--- config.mk ---
export PLATFORM = sky130hd
export DESIGN_NAME = hti_queue
export DESIGN_NICKNAME = d
export VERILOG_FILES = /design/src/sv/hti_pkg.sv /design/src/sv/hti_queue.sv
export SDC_FILE = /design/constraint.sdc
export NUM_CORES = 1
export LEC_CHECK = 0
export BUFFER_PORTS_ARGS = -buffer_cell sky130_fd_sc_hd__buf_2
export CAP_MARGIN = 40
export CORE_MARGIN = 2
export CORE_UTILIZATION = 51
export CTS_BUF_LIST = sky130_fd_sc_hd__clkbuf_8
export DETAILED_ROUTE_END_ITERATION = 8
export MAX_ROUTING_LAYER = met4
export PLACE_DENSITY = 0.84
export SYNTH_ARGS = -nofsm -noshare
export SYNTH_HDL_FRONTEND = slang
export SYNTH_SLANG_ARGS = --single-unit
--- constraint.sdc ---
create_clock -name clk -period 9 [get_ports clk]
set_input_delay 1.35 -clock clk [delete_from_list [all_inputs] [get_ports clk]]
set_output_delay 1.35 -clock clk [all_outputs]
set_load 0.02 [all_outputs]
--- src/sv/hti_pkg.sv ---
// shared types and constants for the heightfield triangle interpolator
// depends on nothing; imported by every module of the block except hti_ram
package hti_pkg;

  localparam int GRID_MAX = 256;
  localparam int GRID_AW  = $clog2(GRID_MAX);
  localparam int STORE_AW = 2 * GRID_AW;
  localparam int ABS_W    = 33;
  localparam int MAG_W    = 41;
  localparam int DIV_W    = MAG_W + 16;
  localparam int HI_W     = DIV_W - 16;
  localparam int CDIV_W   = 47;
  // fold stages that bring a CDIV_W-bit value below two times 255
  localparam int CDIV_STAGES = 6;
  localparam int QUEUE_DEPTH = 4;
  localparam logic [8:0] HEIGHT_DENOM = 9'd255;

  localparam logic MODE_LOAD  = 1'b0;
  localparam logic MODE_QUERY = 1'b1;

  typedef enum logic [2:0] {
    REG_GRID_COLUMNS = 3'd0,
    REG_GRID_ROWS    = 3'd1,
    REG_ORIGIN_X     = 3'd2,
    REG_ORIGIN_Y     = 3'd3,
    REG_ORIGIN_Z     = 3'd4,
    REG_SCALE_X      = 3'd5,
    REG_SCALE_Y      = 3'd6,
    REG_SCALE_Z      = 3'd7
  } cfg_reg_e;

  // configuration as the datapath sees it: clamped and guarded
  typedef struct packed {
    logic [8:0]         cols;
    logic [8:0]         rows;
    logic [7:0]         gx;
    logic [7:0]         gz;
    logic signed [31:0] origin_x;
    logic signed [31:0] origin_y;
    logic signed [31:0] origin_z;
    logic signed [31:0] scale_y;
    logic [30:0]        div_x;
    logic [30:0]        div_z;
  } cfg_t;

  // one classified item between front and back
  typedef struct packed {
    logic             mode;
    logic [7:0]       column;
    logic [7:0]       row;
    logic [7:0]       sample;
    logic             sx;
    logic [MAG_W-1:0] magx;
    logic             sz;
    logic [MAG_W-1:0] magz;
  } item_t;

  typedef struct packed {
    logic push;
    logic pop;
    logic full;
    logic empty;
  } queue_status_t;

endpackage

--- src/sv/hti_queue.sv ---
// short fifo of classified items between front and back
// depends on hti_pkg
module hti_queue import hti_pkg::*; (
  input  logic          clk,
  input  logic          rst,
  input  logic          push_valid,
  input  item_t         push_item,
  input  logic          pop_ready,
  output logic          head_valid,
  output item_t         head_item,
  output queue_status_t status
);

  localparam int PW = $clog2(QUEUE_DEPTH);

  item_t         entries [0:QUEUE_DEPTH-1];
  logic [PW-1:0] wr_ptr;
  logic [PW-1:0] rd_ptr;
  logic [PW:0]   count;
  logic          push;
  logic          pop;

  assign status.full  = (count == (PW+1)'(QUEUE_DEPTH));
  assign status.empty = (count == '0);
  assign push         = push_valid && !status.full;
  assign pop          = pop_ready && !status.empty;
  assign status.push  = push;
  assign status.pop   = pop;
  assign head_valid   = !status.empty;
  assign head_item    = entries[rd_ptr];

  always_ff @(posedge clk) begin
    if (rst) begin
      wr_ptr <= '0;
      rd_ptr <= '0;
      count  <= '0;
    end else begin
      if (push) begin
        wr_ptr <= wr_ptr + 1'b1;
      end
      if (pop) begin
        rd_ptr <= rd_ptr + 1'b1;
      end
      unique case ({push, pop})
        2'b10:   count <= count + 1'b1;
        2'b01:   count <= count - 1'b1;
        default: count <= count;
      endcase
    end
  end

  always_ff @(posedge clk) begin
    if (push) begin
      entries[wr_ptr] <= push_item;
    end
  end

endmodule

==> metrics.cfg <==
[final_layout]
most-common-layout-cells=edfxtp_1 (436), buf_2 (226), mux4_2 (109)
area_growth_pct=18.5
final_common_cell=edfxtp_1
drive_gt1_share_pct=46.7
final_area_sq_um=19200
fin_nets=1030

[grt]
grt_use_total_pct=19.1
grt_pass1_wl_mm=45.6
overflow=0
grt_max_degree=43
antenna_found_initial=6
grt_pass1_vias=8141

[clocking]
cts.sinks=445
insertion_delay_ps=570
cts_tree=built
cts_setup_buffers=0
holdBufCountCts=0
cts_resized=0
cts.clk_slew.worst_paths_ps=60
clockBufferDepth=3
cts_made_buffers=71
htree_num_levels=3
root_buffer=clkbuf_8

[drt]
drc_errors=0
vias=7392
drtIter0Drc=473
ant_nets=0
viasPerCell=5.40
first_pass_iters=5
routed_wl_mm=30.2
routedWlPerCell_um=22.0

[logic_synthesis]
synth-seq-area-share_pct=82.1
synthAdderAreaFrac_pct=0.511
synthXorXnorAreaFrac_pct=0.162
yosys.area.top_type=edfxtp_1
synth_top_area_share_pct=81.0
netlist_instances=626
synthTopCellsByArea=edfxtp_1 (81%), mux4_2 (15%), dfxtp_1 (1.1%)
syn_avg_cell_area_sq_um=25.8
synth_compound_area_share_pct=0.263
synth_nets=745
synthesis.area_sq_um=16200
synth_top_family_by_area=multiplexers
synth-simple-area-share_pct=0.596
synthMuxAreaShare_pct=15.2
synth_cell_types=23
ys_warn_count=0
ys_ff_latch=445

[power]
seq_power_share_pct=46.7
internal_power_mw=3.89
leakage_nw=6.53
ir_drop_v=0.000228
p_total_mw=5.47
p_comb_share_pct=24.7
p_sw_share_pct=29.0
pwr-share-clk_pct=28.6
power.net_switching_mw=1.58
pwr_density_cell_nw_per_um2=285

[die]
fp.dieH_um=182
ios=227
dieArea_sq_um=33100
die_w_um=182
core-area_sq_um=31400
start_util_pct=51.5
num_rows=65

[timing]
min_period_ps=4220
hold_viol_final=0
fin_hold_ws_ps=513
relSlewSlack_pct=52.5
period_share_pct=46.9
max_clock_freq_mhz=237
fin_ws_ps=4780
rsz0062_at_grt=false
totalNegativeSetupSlack_ps=0
setup_viol=0
slew_violations=0
max_slew.worst_pin.slew_ps=713
fin_worst_skew_ps=18.3

[outcome]
outcome=complete, no violations

[placed_design]
post_dp_cell_area_sq_um=17900
gp_congestion=0.735
port_buffers=226
dpl.hpwl_mm=18.8
place_ws_ps=5140

[job]
drv_cap=0

[setup_path]
crit_type=reg -> out
worstSetupStartpointType=register
critPathMaxFanout=36
arrival_ps=2870
worstPathRequired_ps=7650
end_kind=output pin

[worst_hold_path]
hold_path_class=reg -> reg

[kinds of logic (layout without fill, tap and decap cells)]
logic type,Yosys count,in the layout
xor+xnor,3,3
fa+ha+maj,6,6
other cells,0,6
mux,110,110
simple gates,18,18
buf+inv,36,370
compound gates,8,8
flops,445,445
[metrics by stage]
step,std cells,utilization [%]
3_5_place_dp,1240,56.9
5_1_grt,1368,61.0
3_3_place_gp,1234,56.5
2_1_floorplan,626,-
6_report,1368,61.0
4_1_cts,1362,61.0
[state kept, by name, summed over array words and instances (netlist names), named ones only]
register and cells:
wr_ptr 2, count 3, entries 436, rd_ptr 2
[critical path, stage by stage (launching register included)]
cell	delay, ps
dfxtp_4	560
buf_16	290
buf_4	620
mux4_2	620
buf_2	180
[routing by layer]
layer | up-vias | GRT usage, % | routed length (um)
met3 | 44 | 6.21 | 2480
li1 | 3268 | - | -
met2 | 275 | 31.1 | 15400
met5 | - | - | 0
met4 | 0 | 6.58 | 467
met1 | 3805 | 22.8 | 11800
[cell type report]
type,count,area [sq um]
Clock inverter,43,211
Sequential cell,445,13300
Fill cell,2165,12200
Inverter,9,33.8
Clock buffer,79,1090
Timing Repair Buffer,239,1310
Antenna cell,6,15.0
Tap cell,402,503
Multi-Input combinational cell,145,2720
[synthesized netlist by cell type]
master	n
buf_2	11
inv_1	9
fa_1	1
or3_1	4
and2_1	4
buf_6	2
o21ai_0	3
buf_1	1
clkbuf_1	9
edfxtp_1	436
mux2i_1	1
buf_8	1
dfxtp_1	9
nand2b_1	2
nor2_1	6
mux4_2	109
a21oi_1	4
xor2_1	3
ha_1	5
nand2_1	1
nor3b_1	1
buf_4	3
o31ai_1	1
[power groups by stage]
stage | clock network, mW | logic (mW) | registers [mW]
2_1_floorplan | 0 | 0.986 | 2.56
3_3_place_gp | 0 | 1.29 | 2.63
3_5_place_dp | 0 | 1.38 | 2.60
4_1_cts | 1.61 | 1.38 | 2.56
5_1_grt | 1.70 | 1.45 | 2.57
6_report | 1.56 | 1.35 | 2.55
[path summary, 6_finish.rpt]
path / startpoint / to / slack [ps] / cells after the start
worst max-delay path: register / head_item[96] / 4780 / 4
worst min-delay path: rd_ptr[1] / register / 510 / 2
worst max register to register: count[2] / entries[3][31] / 6190 / 5
worst min register to register: rd_ptr[1] / register / 510 / 2
Power figures use the tool's default switching activity.
