### config.mk
export PLATFORM = sky130hd
export DESIGN_NAME = hti_front
export DESIGN_NICKNAME = d
export VERILOG_FILES = /design/src/sv/hti_pkg.sv /design/src/sv/hti_front.sv
export SDC_FILE = /design/constraint.sdc
export NUM_CORES = 1
export LEC_CHECK = 0
export BUFFER_PORTS_ARGS = -buffer_cell sky130_fd_sc_hd__buf_4
export CAP_MARGIN = 40
export CORE_MARGIN = 1.5
export CORE_UTILIZATION = 40
export DETAILED_ROUTE_END_ITERATION = 10
export PLACE_DENSITY_LB_ADDON = 0.2
export SLEW_MARGIN = 20
export SYNTH_ARGS = -nofsm -noshare
export SYNTH_HDL_FRONTEND = slang
export SYNTH_SLANG_ARGS = --single-unit
export TNS_END_PERCENT = 10
### constraint.sdc
create_clock -name clk -period 9.25 [get_ports clk]
set_clock_uncertainty 0.2 [all_clocks]
set_input_delay 1.85 -clock clk [delete_from_list [all_inputs] [get_ports clk]]
set_output_delay 1.85 -clock clk [all_outputs]
set_load 0.01 [all_outputs]
### src/sv/hti_pkg.sv
// shared types and constants for the heightfield triangle interpolator
// depends on nothing; imported by every module of the block except hti_ram
package hti_pkg;

  localparam int GRID_MAX = 256;
  localparam int GRID_AW  = $clog2(GRID_MAX);
  localparam int STORE_AW = 2 * GRID_AW;
  localparam int ABS_W    = 33;
  localparam int MAG_W    = 41;
  localparam int DIV_W    = MAG_W + 16;
  localparam int HI_W     = DIV_W - 16;
  localparam int CDIV_W   = 47;
  // fold stages that bring a CDIV_W-bit value below two times 255
  localparam int CDIV_STAGES = 6;
  localparam int QUEUE_DEPTH = 4;
  localparam logic [8:0] HEIGHT_DENOM = 9'd255;

  localparam logic MODE_LOAD  = 1'b0;
  localparam logic MODE_QUERY = 1'b1;

  typedef enum logic [2:0] {
    REG_GRID_COLUMNS = 3'd0,
    REG_GRID_ROWS    = 3'd1,
    REG_ORIGIN_X     = 3'd2,
    REG_ORIGIN_Y     = 3'd3,
    REG_ORIGIN_Z     = 3'd4,
    REG_SCALE_X      = 3'd5,
    REG_SCALE_Y      = 3'd6,
    REG_SCALE_Z      = 3'd7
  } cfg_reg_e;

  // configuration as the datapath sees it: clamped and guarded
  typedef struct packed {
    logic [8:0]         cols;
    logic [8:0]         rows;
    logic [7:0]         gx;
    logic [7:0]         gz;
    logic signed [31:0] origin_x;
    logic signed [31:0] origin_y;
    logic signed [31:0] origin_z;
    logic signed [31:0] scale_y;
    logic [30:0]        div_x;
    logic [30:0]        div_z;
  } cfg_t;

  // one classified item between front and back
  typedef struct packed {
    logic             mode;
    logic [7:0]       column;
    logic [7:0]       row;
    logic [7:0]       sample;
    logic             sx;
    logic [MAG_W-1:0] magx;
    logic             sz;
    logic [MAG_W-1:0] magz;
  } item_t;

  typedef struct packed {
    logic push;
    logic pop;
    logic full;
    logic empty;
  } queue_status_t;

endpackage

### src/sv/hti_front.sv
// front stage: accepts input beats, offsets the query point and scales by grid size
// depends on hti_pkg
module hti_front import hti_pkg::*; (
  input  logic               clk,
  input  logic               rst,
  input  cfg_t               cfg,
  input  logic               item_valid,
  output logic               item_ready,
  input  logic               mode,
  input  logic [7:0]         column,
  input  logic [7:0]         row,
  input  logic [7:0]         height_sample,
  input  logic signed [31:0] query_x,
  input  logic signed [31:0] query_z,
  input  logic               queue_full,
  output logic               front_valid,
  output item_t              front_item
);

  logic             f_mode;
  logic [7:0]       f_column;
  logic [7:0]       f_row;
  logic [7:0]       f_sample;
  logic             f_sx;
  logic             f_sz;
  logic [ABS_W-1:0] f_absx;
  logic [ABS_W-1:0] f_absz;

  logic signed [ABS_W-1:0] diff_x;
  logic signed [ABS_W-1:0] diff_z;
  logic                    accept;

  assign item_ready = !front_valid || !queue_full;
  assign accept     = item_valid && item_ready;

  assign diff_x = ABS_W'(query_x) - ABS_W'(cfg.origin_x);
  assign diff_z = ABS_W'(query_z) - ABS_W'(cfg.origin_z);

  always_ff @(posedge clk) begin
    if (rst) begin
      front_valid <= 1'b0;
    end else if (accept) begin
      front_valid <= 1'b1;
    end else if (!queue_full) begin
      front_valid <= 1'b0;
    end
  end

  always_ff @(posedge clk) begin
    if (accept) begin
      f_mode   <= mode;
      f_column <= column;
      f_row    <= row;
      f_sample <= height_sample;
      f_sx     <= diff_x[ABS_W-1];
      f_sz     <= diff_z[ABS_W-1];
      f_absx   <= diff_x[ABS_W-1] ? ABS_W'(-diff_x) : ABS_W'(diff_x);
      f_absz   <= diff_z[ABS_W-1] ? ABS_W'(-diff_z) : ABS_W'(diff_z);
    end
  end

  // magnitude of (p - origin) * (n - 1); sign travels beside it
  always_comb begin
    front_item.mode   = f_mode;
    front_item.column = f_column;
    front_item.row    = f_row;
    front_item.sample = f_sample;
    front_item.sx     = f_sx;
    front_item.sz     = f_sz;
    front_item.magx   = MAG_W'(f_absx * cfg.gx);
    front_item.magz   = MAG_W'(f_absz * cfg.gz);
  end

endmodule

==> key figures <==
Clocking
  – CTS tree: done
  – H-tree depth: 3
  – CTS Sinks: 94
  – Clock Latency Late Sink: 0.36 ns
  – Clock-pin slew on the worst setup and hold paths: 0.06 ns
  – Clock buffer depth: 2
  – Hold_buf cts: 0
  – Root buffer cell: clkbuf_16
  – TritonCTS Buffers: 9

Global routing
  – Vias in the first global route: 21630
  – GR Util All Layers: 0.2267
  – Largest net degree at the start of global routing: 50
  – Total global routing overflow: 0
  – First-pass GRT wire length: 115200 µm
  – Initial antenna violation count: 9

Flow run
  – Max Cap Viol: 0

Route
  – Total Routed Length: 71100 µm
  – Per-cell routed wire length: 18.00 µm
  – First-pass DRT Iterations: 7
  – Via count: 20640
  – Iter 0 DRT Violations: between 1000 and 1500
  – DRC viols: 0
  – Routed Antenna Nets: 0
  – Via-to-Cell Ratio: 5.227

Die
  – # rows: 91
  – Die Width: 252.5 µm
  – Initial Util: 0.4042
  – Core area: 61600 µm²
  – Ports: 428
  – Die height: 252.5 µm
  – Die Area: roughly 64000 µm²

STA
  – Setup ws final: between 0.2 and 0.25 ns
  – Final hold violation count: 0
  – Rel. slew slack: 0.4247
  – Post-route minimum period: 9.041 ns
  – Crit share post-route: 0.9774
  – Max-slew violation count: 0
  – RSZ-0062 raised after global routing: yes
  – # setup viols final: 0
  – Worst Max-Slew Pin Slew: between 0.8 and 0.9 ns
  – WHS: 0.3335 ns
  – Fmax: 0.1106 GHz

Yosys
  – Post-Syn Nets: between 3000 and 4000
  – Cells after Synth: 2833
  – Post-synth EDFFs: 93
  – Most frequent cell after synthesis: inv_1
  – Asr flop ratio synth: 0
  – Area leader, netlist: fa_1
  – Mapped Area: approximately 25000 µm²
  – Post-synthesis sequential area ratio: 0.1130
  – Synth Flop Type: edfxtp_1
  – Top cells by count, synth: 451 x inv_1, 434 x and2_1, 374 x fa_1, 197 x nand2_1, 188 x ha_1
  – Synth warn: 0
  – Yosys cell types: 92
  – Synth top area share: 0.3007
  – Syn_area_per_cell: slightly below 9 µm²
  – Number of synthesized register bits: between 90 and 100
  – Main area contributors after synthesis: fa_1 30%, edfxtp_1 11%, and2_1 11%

Placement
  – Cells after DPL: around 3900
  – Dpl hpwl: 59900 µm
  – PortBufs: 283
  – Post-Place Worst Slack: -0.1645 ns
  – RePlAce Congestion: a little over 0.9

Cells and area
  – Final std cells w/o fill: 3949
  – Layout area overhead: 15.16%
  – Register area: 2813 µm²
  – Fillers: 5985
  – Nets: 3983
  – Layout cells sized above 1: 0.1349
  – Area of the multi-input gates: 20120 µm²

Worst setup path
  – Critical path class: input pin to output pin
  – Startpoint types: input pin
  – Req. time, crit path: between 7 and 8 ns
  – Crit end category: output pin
  – Worst Path Arrival: approximately 7 ns
  – Worst-path fanout max: 11

Hold path
  – Hold crit path type: flip-flop to flip-flop

Run status
  – Outcome: finished, final reports clean
[cells by family after synthesis]
family	count (synthesis)	share of synthesized area
AND/OR/NAND/NOR	957	0.2102
adder cells (fa/ha/maj)	562	0.3952
buffers and inverters	542	0.08252
AO/OA/AOI/OAI	504	0.1372
XOR/XNOR	172	0.06111
flip-flops	94	0.1130
multiplexers	2	0.0008041
[placed cells by master, fill, tap and decap left out, drive strengths merged, types with 7 or more instances in the layout]
master,synthesis,layout
nor4,8,8
o311ai,7,7
a21boi,7,7
buf,12,349
and3,32,32
o2111ai,9,9
nor2b,18,18
inv,453,453
a31oi,26,26
a211oi,22,22
xor2,60,60
o21bai,15,15
and2,434,434
o31ai,11,11
nand4,25,25
nand2,197,197
o21ai,92,92
nand2b,11,11
o211ai,18,18
a2111oi,7,7
or2,10,10
a21o,69,69
nand3,41,41
or3,9,9
edfxtp,93,93
a221oi,7,7
fa,374,374
nor2,115,115
nor3,29,29
clkbuf,77,9
ha,188,188
xnor2,112,112
a21oi,134,134
o21a,24,24
[flip-flops by register name (all words and copies together) (netlist names)]
register     cells
f_absx          33
f_absz          33
f_column         8
f_mode           1
f_row            8
f_sample         8
f_sx             1
f_sz             1
front_valid      1
[layer usage]
metal,global-route usage,up-vias,part of all wire
li1,-,9795,-
met1,0.3125,10200,0.46
met2,0.3737,567,0.46
met3,0.03811,69,0.063
met4,0.04739,12,0.017
met5,0,-,0.00093
[layout make-up]
class / count / area share
repair buffers: 349 / 0.09343
diodes: 5 / 0.0004364
well taps: 837 / 0.03653
clock buffers: 9 / 0.007855
multi-input cells: 2197 / 0.7017
clock inverters: 5 / 0.002662
flip-flops and latches: 94 / 0.09810
inverters: 453 / 0.05931
[worst max-delay path, stage by stage]
cell	delay, ns
buf_4	0.16
and2_1	0.16
fa_1	0.51
fa_1	0.52
fa_1	0.51
inv_1	0.05
fa_1	0.47
inv_1	0.04
ha_1	0.30
a21o_1	0.20
a21oi_2	0.15
a2bb2oi_2	0.18
o2111ai_1	0.15
a2111oi_2	0.33
buf_4	0.21
o31ai_4	0.11
a221oi_2	0.25
buf_4	0.17
a211oi_2	0.08
o221ai_2	0.23
mux2i_1	0.21
buf_4	0.14
[final timing paths]
check	cells past startpoint	end	slack (ns)	from
max	22	front_item[80]	0.21	cfg[200]
max reg2reg	4	f_absz[31]$_DFFE_PP_	7.30	front_valid$_SDFFE_PP0P_
min	2	front_valid$_SDFFE_PP0P_	0.33	front_valid$_SDFFE_PP0P_
min reg2reg	2	front_valid$_SDFFE_PP0P_	0.33	front_valid$_SDFFE_PP0P_
[what timing repair did]
| action | in CTS | in global routing |
|---|---|---|
| resized for setup | 6 | 21 |
| pin swaps | 0 | 5 |
| buffers inserted | 0 | 1 |
| endpoints found under the setup margin | 4 | 16 |
[stage by stage]
step | TNS [ns] | cell area [µm²] | utilization
3_3_place_gp | -0.3285 | 28170 | 0.4574
4_1_cts | 0 | 28550 | 0.4634
6_report | 0 | 28670 | 0.4655
2_1_floorplan | 0 | 24900 | -
3_5_place_dp | -0.3762 | 28220 | 0.4582
5_1_grt | -0.1039 | 28660 | 0.4653
Power is left out: the tool's default activity adds up to more than one toggle a clock period on the data nets, which glitch-free logic cannot reach.
